===== src/rtl/strq_pkg.sv =====
// Package for the sorted triple range query block: field widths, codes and shared types.
package strq_pkg;

  // Fixed widths of the stream fields
  localparam int unsigned IDX_W      = 12;
  localparam int unsigned KEY_PORT_W = 16;
  localparam int unsigned SYL_PORT_W = 5;
  localparam int unsigned BOUND_W    = 6;
  localparam int unsigned CNT_W      = 13;
  // Syllable width used for compares: wide enough for any stored count and any bound
  localparam int unsigned CMP_SYL_W  = 8;

  // Default parameter values
  localparam int unsigned DEF_TABLE_DEPTH = 4096;
  localparam int unsigned DEF_KEY_BITS    = 16;
  localparam int unsigned DEF_SYL_BITS    = 5;

  // Slave-side tdata layout, lowest bit first
  localparam int unsigned S_IDX_LSB  = 0;
  localparam int unsigned S_K1_LSB   = S_IDX_LSB + IDX_W;
  localparam int unsigned S_K2_LSB   = S_K1_LSB + KEY_PORT_W;
  localparam int unsigned S_SYL_LSB  = S_K2_LSB + KEY_PORT_W;
  localparam int unsigned S_MIN_LSB  = S_SYL_LSB + SYL_PORT_W;
  localparam int unsigned S_MAX_LSB  = S_MIN_LSB + BOUND_W;
  localparam int unsigned S_USED_W   = S_MAX_LSB + BOUND_W;
  localparam int unsigned S_TDATA_W  = ((S_USED_W + 7) / 8) * 8;

  // Master-side tdata layout, lowest bit first
  localparam int unsigned M_FOUND_LSB = 0;
  localparam int unsigned M_FIRST_LSB = 1;
  localparam int unsigned M_LAST_LSB  = M_FIRST_LSB + IDX_W;
  localparam int unsigned M_USED_W    = M_LAST_LSB + IDX_W;
  localparam int unsigned M_TDATA_W   = ((M_USED_W + 7) / 8) * 8;

  typedef enum logic {
    KIND_WRITE = 1'b0,
    KIND_QUERY = 1'b1
  } kind_e;

  typedef struct packed {
    logic             found;
    logic [IDX_W-1:0] first_index;
    logic [IDX_W-1:0] last_index;
  } result_t;

  typedef struct packed {
    logic idle;
    logic done;
  } srch_stat_t;

endpackage


===== src/rtl/strq_search.sv =====
// Search sequencer: a lower-bound then an upper-bound binary search over the entry store per query.
module strq_search #(
  parameter int unsigned TABLE_DEPTH = strq_pkg::DEF_TABLE_DEPTH,
  parameter int unsigned KEY_BITS    = strq_pkg::DEF_KEY_BITS,
  parameter int unsigned SYL_BITS    = strq_pkg::DEF_SYL_BITS,
  localparam int unsigned AW         = $clog2(TABLE_DEPTH),
  localparam int unsigned EW         = 2 * KEY_BITS + SYL_BITS
) (
  input  logic                                 clk_i,
  input  logic                                 rst_ni,
  input  logic                                 start_i,
  input  logic [KEY_BITS-1:0]                  key_first_i,
  input  logic [KEY_BITS-1:0]                  key_second_i,
  input  logic signed [strq_pkg::BOUND_W-1:0]  min_syl_i,
  input  logic signed [strq_pkg::BOUND_W-1:0]  max_syl_i,
  input  logic [strq_pkg::CNT_W-1:0]           entry_count_i,
  input  logic                                 take_i,
  output strq_pkg::srch_stat_t                 stat_o,
  output strq_pkg::result_t                    res_o,
  output logic                                 rd_en_o,
  output logic [AW-1:0]                        rd_addr_o,
  input  logic [EW-1:0]                        rd_data_i
);

  localparam int unsigned CW = $clog2(TABLE_DEPTH + 1);
  localparam int unsigned SW = strq_pkg::CMP_SYL_W;
  localparam int unsigned IW = strq_pkg::IDX_W;
  localparam logic [SW-1:0] SylMax = SW'((1 << SYL_BITS) - 1);

  typedef enum logic [3:0] {
    S_IDLE = 4'b0001,
    S_RD   = 4'b0010,
    S_CMP  = 4'b0100,
    S_DONE = 4'b1000
  } srch_state_e;

  srch_state_e state_q, state_d;
  logic [CW-1:0] lo_q, lo_d, hi_q, hi_d, mid_q, mid_d, n_q, n_d, first_q, first_d;
  logic upper_q, upper_d;
  logic [KEY_BITS-1:0] tk1_q, tk2_q;
  logic [SW-1:0] tlo_q, thi_q;

  // Bounds of the query
  logic [SW-1:0] lo_bound, hi_bound, mx_val;
  logic          reject;

  always_comb begin
    lo_bound = min_syl_i[strq_pkg::BOUND_W-1] ? '0 :
               SW'(unsigned'(min_syl_i[strq_pkg::BOUND_W-2:0]));
    mx_val   = SW'(unsigned'(max_syl_i[strq_pkg::BOUND_W-2:0]));
    if (max_syl_i[strq_pkg::BOUND_W-1]) begin
      hi_bound = SylMax;
    end else if (mx_val > SylMax) begin
      hi_bound = SylMax;
    end else begin
      hi_bound = mx_val;
    end
    reject = !max_syl_i[strq_pkg::BOUND_W-1] && (lo_bound > hi_bound);
  end

  // Lexicographic compare of the fetched entry against the target
  logic [2*KEY_BITS+SW-1:0] ent_cmp, tgt_cmp;
  logic                     go_right;

  always_comb begin
    ent_cmp  = {rd_data_i[EW-1 -: KEY_BITS], rd_data_i[SYL_BITS +: KEY_BITS],
                SW'(rd_data_i[SYL_BITS-1:0])};
    tgt_cmp  = {tk1_q, tk2_q, upper_q ? thi_q : tlo_q};
    go_right = upper_q ? (ent_cmp <= tgt_cmp) : (ent_cmp < tgt_cmp);
  end

  always_comb begin
    state_d = state_q;
    lo_d    = lo_q;
    hi_d    = hi_q;
    mid_d   = mid_q;
    n_d     = n_q;
    first_d = first_q;
    upper_d = upper_q;
    rd_en_o = 1'b0;
    unique case (state_q)
      S_IDLE: begin
        if (start_i) begin
          n_d     = (32'(entry_count_i) > 32'(TABLE_DEPTH)) ? CW'(TABLE_DEPTH)
                                                            : CW'(entry_count_i);
          lo_d    = '0;
          hi_d    = n_d;
          first_d = '0;
          upper_d = 1'b0;
          if (reject) begin
            hi_d    = '0;
            state_d = S_DONE;
          end else begin
            state_d = S_RD;
          end
        end
      end
      S_RD: begin
        if (lo_q < hi_q) begin
          mid_d   = lo_q + ((hi_q - lo_q) >> 1);
          rd_en_o = 1'b1;
          state_d = S_CMP;
        end else if (!upper_q) begin
          // lower edge settled: restart for the upper edge
          first_d = lo_q;
          upper_d = 1'b1;
          lo_d    = '0;
          hi_d    = n_q;
        end else begin
          state_d = S_DONE;
        end
      end
      S_CMP: begin
        if (go_right) begin
          lo_d = mid_q + CW'(1);
        end else begin
          hi_d = mid_q;
        end
        state_d = S_RD;
      end
      S_DONE: begin
        if (take_i) begin
          state_d = S_IDLE;
        end
      end
      default: state_d = S_IDLE;
    endcase
  end

  assign rd_addr_o = mid_d[AW-1:0];

  always_ff @(posedge clk_i or negedge rst_ni) begin
    if (!rst_ni) begin
      state_q <= S_IDLE;
      lo_q    <= '0;
      hi_q    <= '0;
      first_q <= '0;
      upper_q <= 1'b0;
    end else begin
      state_q <= state_d;
      lo_q    <= lo_d;
      hi_q    <= hi_d;
      first_q <= first_d;
      upper_q <= upper_d;
    end
  end

  always_ff @(posedge clk_i) begin
    mid_q <= mid_d;
    n_q   <= n_d;
    if (state_q == S_IDLE && start_i) begin
      tk1_q <= key_first_i;
      tk2_q <= key_second_i;
      tlo_q <= lo_bound;
      thi_q <= hi_bound;
    end
  end

  // Result: lo_q holds the end of the run once both searches are done
  logic              found;
  logic [CW-1:0]     last_pos;
  logic [CW+IW-1:0]  first_ext, last_ext;

  always_comb begin
    found     = first_q < lo_q;
    last_pos  = lo_q - CW'(1);
    first_ext = {{IW{1'b0}}, first_q};
    last_ext  = {{IW{1'b0}}, last_pos};
    res_o.found       = found;
    res_o.first_index = found ? first_ext[IW-1:0] : '0;
    res_o.last_index  = found ? last_ext[IW-1:0] : '0;
    stat_o.idle       = (state_q == S_IDLE);
    stat_o.done       = (state_q == S_DONE);
  end

  a_bounds_ordered : assert property (@(posedge clk_i) disable iff (!rst_ni)
    (state_q == S_RD || state_q == S_CMP) |-> lo_q <= hi_q)
    else $error("search window inverted");

  a_probe_in_window : assert property (@(posedge clk_i) disable iff (!rst_ni)
    state_q == S_CMP |-> (mid_q >= lo_q) && (mid_q < hi_q))
    else $error("probe outside search window");

  a_start_leaves_idle : assert property (@(posedge clk_i) disable iff (!rst_ni)
    (state_q == S_IDLE && start_i) |=> state_q != S_IDLE)
    else $error("query start lost");

  a_window_shrinks : assert property (@(posedge clk_i) disable iff (!rst_ni)
    state_q == S_CMP |=> (hi_q - lo_q) < $past(hi_q - lo_q))
    else $error("search window did not shrink");

endmodule


===== config.mk =====
export PLATFORM = sky130hd
export DESIGN_NAME = strq_search
export DESIGN_NICKNAME = d
export VERILOG_FILES = /design/src/rtl/strq_pkg.sv /design/src/rtl/strq_search.sv
export SDC_FILE = /design/constraint.sdc
export NUM_CORES = 1
export LEC_CHECK = 0
export BUFFER_PORTS_ARGS = -buffer_cell sky130_fd_sc_hd__buf_2
export CAP_MARGIN = 20
export CELL_PAD_IN_SITES_DETAIL_PLACEMENT = 1
export CELL_PAD_IN_SITES_GLOBAL_PLACEMENT = 2
export CORE_ASPECT_RATIO = 0.5
export CORE_MARGIN = 4
export CORE_UTILIZATION = 38
export DETAILED_ROUTE_END_ITERATION = 16
export GPL_TIMING_DRIVEN = 0
export PLACE_DENSITY_LB_ADDON = 0.1
export SLEW_MARGIN = 20
export SYNTH_ARGS = -nofsm -noshare
export SYNTH_HDL_FRONTEND = slang
export SYNTH_SLANG_ARGS = --single-unit

===== constraint.sdc =====
create_clock -name clk_i -period 11.9 [get_ports clk_i]
set_clock_uncertainty 0.15 [all_clocks]
set_input_delay 3.57 -clock clk_i [delete_from_list [all_inputs] [get_ports clk_i]]
set_output_delay 3.57 -clock clk_i [all_outputs]
set_load 0.005 [all_outputs]

# Word-level counts from Yosys, hierarchy flattened
# Cells that the tools add are included.
# classes
order_cmp	6
reduce_logical	12
addsub	4
n_eq_ne	11
muxes	34
# ops
op	n
$mux W13	12
$pmux W13 S3	2
$mux W12	4
$le A40 B40 Y1	1
$lt A40 B40 Y1	1
$lt A13 B13 Y1	2
$pmux W13 S2	1
$mux W4	5
$pmux W4 S4	1
$add A13 B1 Y13 const B	1
$add A13 B12 Y13	1
$gt A13 B13 Y1 const B	1
$sub A13 B13 Y13	1
$ne A2 B2 Y1 const B	6
$sub A12 B1 Y12 const B	1
$mux W5	2
$reduce_and A5 Y1	2
$gt A5 B8 Y1	1
$mux W8	1
$reduce_and A3 Y1	2
$mux W1	5
$eq A4 B1 Y1 const B	1
$eq A4 B2 Y1 const B	1
$eq A4 B3 Y1 const B	1
9 further kinds	11
# word_totals
reg_bits	118
wordCells	79
in_bits	98
output_inout_bits	40

# Depth between registers and ports, before layout
# logic_depth
word_depth	6
ltp_mapped	17

# Worst setup path after synthesis
# OpenSTA, ideal clock, no wires.
# synth_timing
path_type	register -> output
start	reg lo_q[1]
end	out rd_addr_o[11]
path_buffers	0
path_stages_with_launch	16
t_required_ns	8.180
setup_slack_ns	4.710
t_arrival_ns	3.470
path_cell_list	dfrtp_1 > inv_1 > ha_1 > nor2b_1 > o31a_1 > o41ai_4 > o21ai_0 > xor2_1 > ha_1 > and2_1 > a31o_2 > a311oi_1 > o21bai_1 > a21oi_1 > xor2_1 > o21ai_0
# synth_between
elab_chain_len	4
elab_cells_between_ends	5
cone_classes	add/sub (2); order compare (1); mux (2)
# synth_lines
item	line	rtl
from (decl)	strq_search.sv:38	logic [CW-1:0] lo_q, lo_d, hi_q, hi_d, mid_q, mid_d, n_q, n_d, first_q, first_d;
from (signal assigned)	strq_search.sv:141	lo_q <= lo_d;
$sub A13 B13 Y13	strq_search.sv:100	mid_d = lo_q + ((hi_q - lo_q) >> 1);
$add A13 B12 Y13	strq_search.sv:100	
$mux W12 (*)	strq_search.sv:99	if (lo_q < hi_q) begin
$mux W12 (*)	strq_search.sv:81	unique case (state_q)
to (decl)	strq_search.sv:21	output logic [AW-1:0] rd_addr_o,
# Every way passes the cells marked *; elsewhere a longest branch is shown, timed or not.

# Worst setup path after layout
# Ends and elaborated chain as after synthesis.

==> impl_results.md <==
* Post-Place Worst Slack at 4.02 ns
* Final min period at 8.26 ns
* RSZ-0062 raised after global routing: false
* WL final at 20700 um
* Root buffer cell: clkbuf_16
* Core Rows at 35
* Peak supply drop at 142 uV
* Most common cell in the netlist: ha_1
* CTS tree: built
* Critical path arrival at 4.54 ns
* Proportion of synthesized area in mux cells at 3.40%
* Share of the synthesized area in the top cell type at 23.5%
* P_leak at 3.94 nW
* Fin crit share at 69.4%
* Hold buffers post-CTS at 0
* Clk pin slew, worst setup/hold paths at 0.08 ns
* Die X at 202 um
* Routed vias at 5764
* PortBufs at 137
* First DRT Iteration DRCs at 254
* Post-Syn Nets at 879
* Post-Place Cell Area at 0.00820 mm^2
* Area contributors post-synth: edfxtp_1 (23%), dfrtp_1 (15%), ha_1 (14%)
* Worst setup SP type: flip-flop
* Async set-or-reset flop fraction in the synthesized netlist at 39.3%
* Post-route setup slack at 3.64 ns
* Simple-Gate Fraction of Synth Area at 13.9%
* CTS buffer count at 9
* Fill count at 2108
* Number of synthesized flops with an enable pin at 56
* Synth Area per Inst at 10.3 um^2
* Routed Antenna Nets at 0
* Layout cells sized above 1 at 22.2%
* Layout Cells excl Fill at 1111
* First-pass GRT wire length at 32900 um
* Prevailing post-synth register cell: edfxtp_1
* Setup Buffers After CTS at 0
* Global-route usage over all layers at 19.6%
* Io pins at 138
* Hold Path Class: reg2reg
* Gpl congestion at 0.803
* Endpoints failing setup at 0
* Final instance area at 0.00847 mm^2
* Synth cell types at 62
* Post-cts resize count at 0
* Synth Instances at 698
* XOR/XNOR Fraction of Synth Area at 4.77%
* Outcome: complete, no violations
* Pwr per Cell Area at 242 mW/mm^2
* Slew headroom at 30.6%
* CTS max path bufs at 2
* CP Max Fanout at 6
* Initial cell density of the core at 38.9%
* Pin count of the biggest net entering global routing at 45
* Leading area contributor after synthesis: edfxtp_1
* Total negative slack at 0 ns
* # DRC at 0
* Met3 WL at 783 um
* Path type of the worst setup path: reg2out
* Sink Count at 112
* Top Layer Used: met4
* Die height at 105 um
* Synth top cells by count: ha_1 (81), inv_1 (74), edfxtp_1 (56), nor2_1 (52), dfrtp_1 (43)
* Drt wl/cell at 18.7 um
* Total gr overflow at 0
* Vias in the first global route at 6181
* Core ar. at 0.0184 mm^2
* Placed cells at 1095
* Actual slew at the worst max-slew pin at 1.03 ns
* Max-cap violations at 0
* Sequential area share after synthesis at 42.2%
* Met2 WL at 9720 um
* Area grow syn2layout at 18.2%
* Slew Viols, Final at 0
* H-Tree Level Count at 3
* Adder-cell share of the synthesized area at 14.7%
* Final Total Pwr at 0.00205 W
* Mapped cell area at 0.00717 mm^2
* Synthesis Warnings at 0
* Final hold violation count at 0
* Initial antenna violation count at 0
* Peak Freq at 0.121 GHz
* Metal-1 WL at 10000 um
* Complex-gate fraction of the synthesized area at 15.8%
* Pre-Repair DR Iteration Count at 4
* Total die area at 0.0213 mm^2
* HPWL Detailed at 16800 um
* Worst path required time at 8.18 ns
* Worst-skew pair later-pin latency at 0.36 ns
* Seq cells post-synth at 112
* Crit. End Element: output pin
* Main combinational cell family by area after synthesis: compound AO/OA/AOI/OAI gates
* Vias per Instance at 5.19
* Nets at 1028
* Antenna cells at 0
==> where the power goes <==
| part | switching (W) | internal, W |
|---|---|---|
| Combinational | 0.000654 | 0.000502 |
| Sequential | 0.0000880 | 0.000518 |
| Clock | 0.000148 | 0.000144 |
| Total | 0.000890 | 0.00116 |
==> cells in the final DEF (no fill, tap or decap), types with 4 or more instances in the layout <==
cell / netlist / routed
buf_2: 4 / 140
ha_1: 81 / 81
inv_1: 74 / 74
edfxtp_1: 56 / 56
nor2_1: 52 / 52
dfrtp_1: 43 / 43
a21oi_1: 34 / 34
nand2_1: 32 / 32
o21ai_0: 32 / 32
xnor2_1: 24 / 24
nor2b_1: 16 / 16
nand3_1: 16 / 16
xor2_1: 15 / 15
clkbuf_1: 12 / 14
and2_1: 15 / 14
nand4_1: 13 / 13
a22o_1: 13 / 13
nor3_1: 12 / 12
o2bb2ai_1: 12 / 12
dfxtp_1: 12 / 12
a21o_1: 10 / 10
mux2i_1: 9 / 9
a22oi_1: 9 / 9
clkbuf_16: 0 / 9
nor4_1: 8 / 8
o21bai_1: 7 / 7
mux2_2: 7 / 7
nand2b_1: 6 / 6
o21a_1: 5 / 5
or2_2: 5 / 5
and3_1: 5 / 5
mux2_4: 5 / 5
a222oi_1: 5 / 5
a31oi_1: 4 / 4
o31ai_1: 4 / 4
==> routing by layer <==
metal	vias up	GRT usage [%]
li1	2817	-
met2	105	33.1
met4	0	3.53
met3	13	3.78
met5	-	0
met1	2829	26.5
==> path summary, 6_finish.rpt <==
kind | slack [ns] | end | startpoint | depth (start not counted)
worst min-delay path | 0.38 | first_q[12] | first_q[12] | 1
worst max-delay path | 3.64 | rd_addr_o[11] | lo_q[1] | 16
max in group asynchronous | 8.13 | first_q[12] | rst_ni | 1
min in group asynchronous | 3.06 | hi_q[3] | rst_ni | 1
worst min register to register | 0.38 | first_q[12] | first_q[12] | 1
worst max register to register | 7.59 | mid_q[11] | lo_q[1] | 15
==> layout make-up <==
class	instances	area, um^2	share of cell area, %
plain buffers	18	92.6	1.09
clock buffers	11	233	2.75
clock inverters	5	38.8	0.458
inverters	75	282	3.32
multi-input cells	493	3770	44.5
flip-flops and latches	112	3020	35.7
well taps	259	324	3.82
repair buffers	138	708	8.36
==> state kept, by name, summed over array words and instances, names as in the netlist, 4 cells and up <==
signal	flops
tk2_q	16
tk1_q	16
tlo_q	5
mid_q	13
n_q	13
thi_q	5
lo_q	13
first_q	13
state_q	4
hi_q	13
==> per-stage QoR <==
step	utilization [%]	hold slack, ns
after CTS	45.9	0.378
after detailed placement	44.5	0.354
final	46.0	0.381
after global placement	44.4	0.353
after global routing	46.0	0.408
after floorplan	-	0.313
==> kinds of logic after synthesis <==
group	count (synthesis)
fa+ha+maj	83
flops	112
mux	21
simple gates	190
buf+inv	93
xor+xnor	39
compound gates	160
==> critical path, stage by stage, from the launching register on <==
cell	delay, ns
dfrtp_1	0.54
inv_1	0.23
ha_1	0.35
nor2b_1	0.15
o31a_1	0.31
o41ai_4	0.30
o21ai_0	0.24
xor2_1	0.19
ha_1	0.36
and2_1	0.20
a31o_2	0.21
a311oi_1	0.42
o21bai_1	0.11
a21oi_1	0.18
xor2_1	0.08
o21ai_0	0.19
buf_2	0.15
Note: power is estimated with default switching activity, not from simulation.
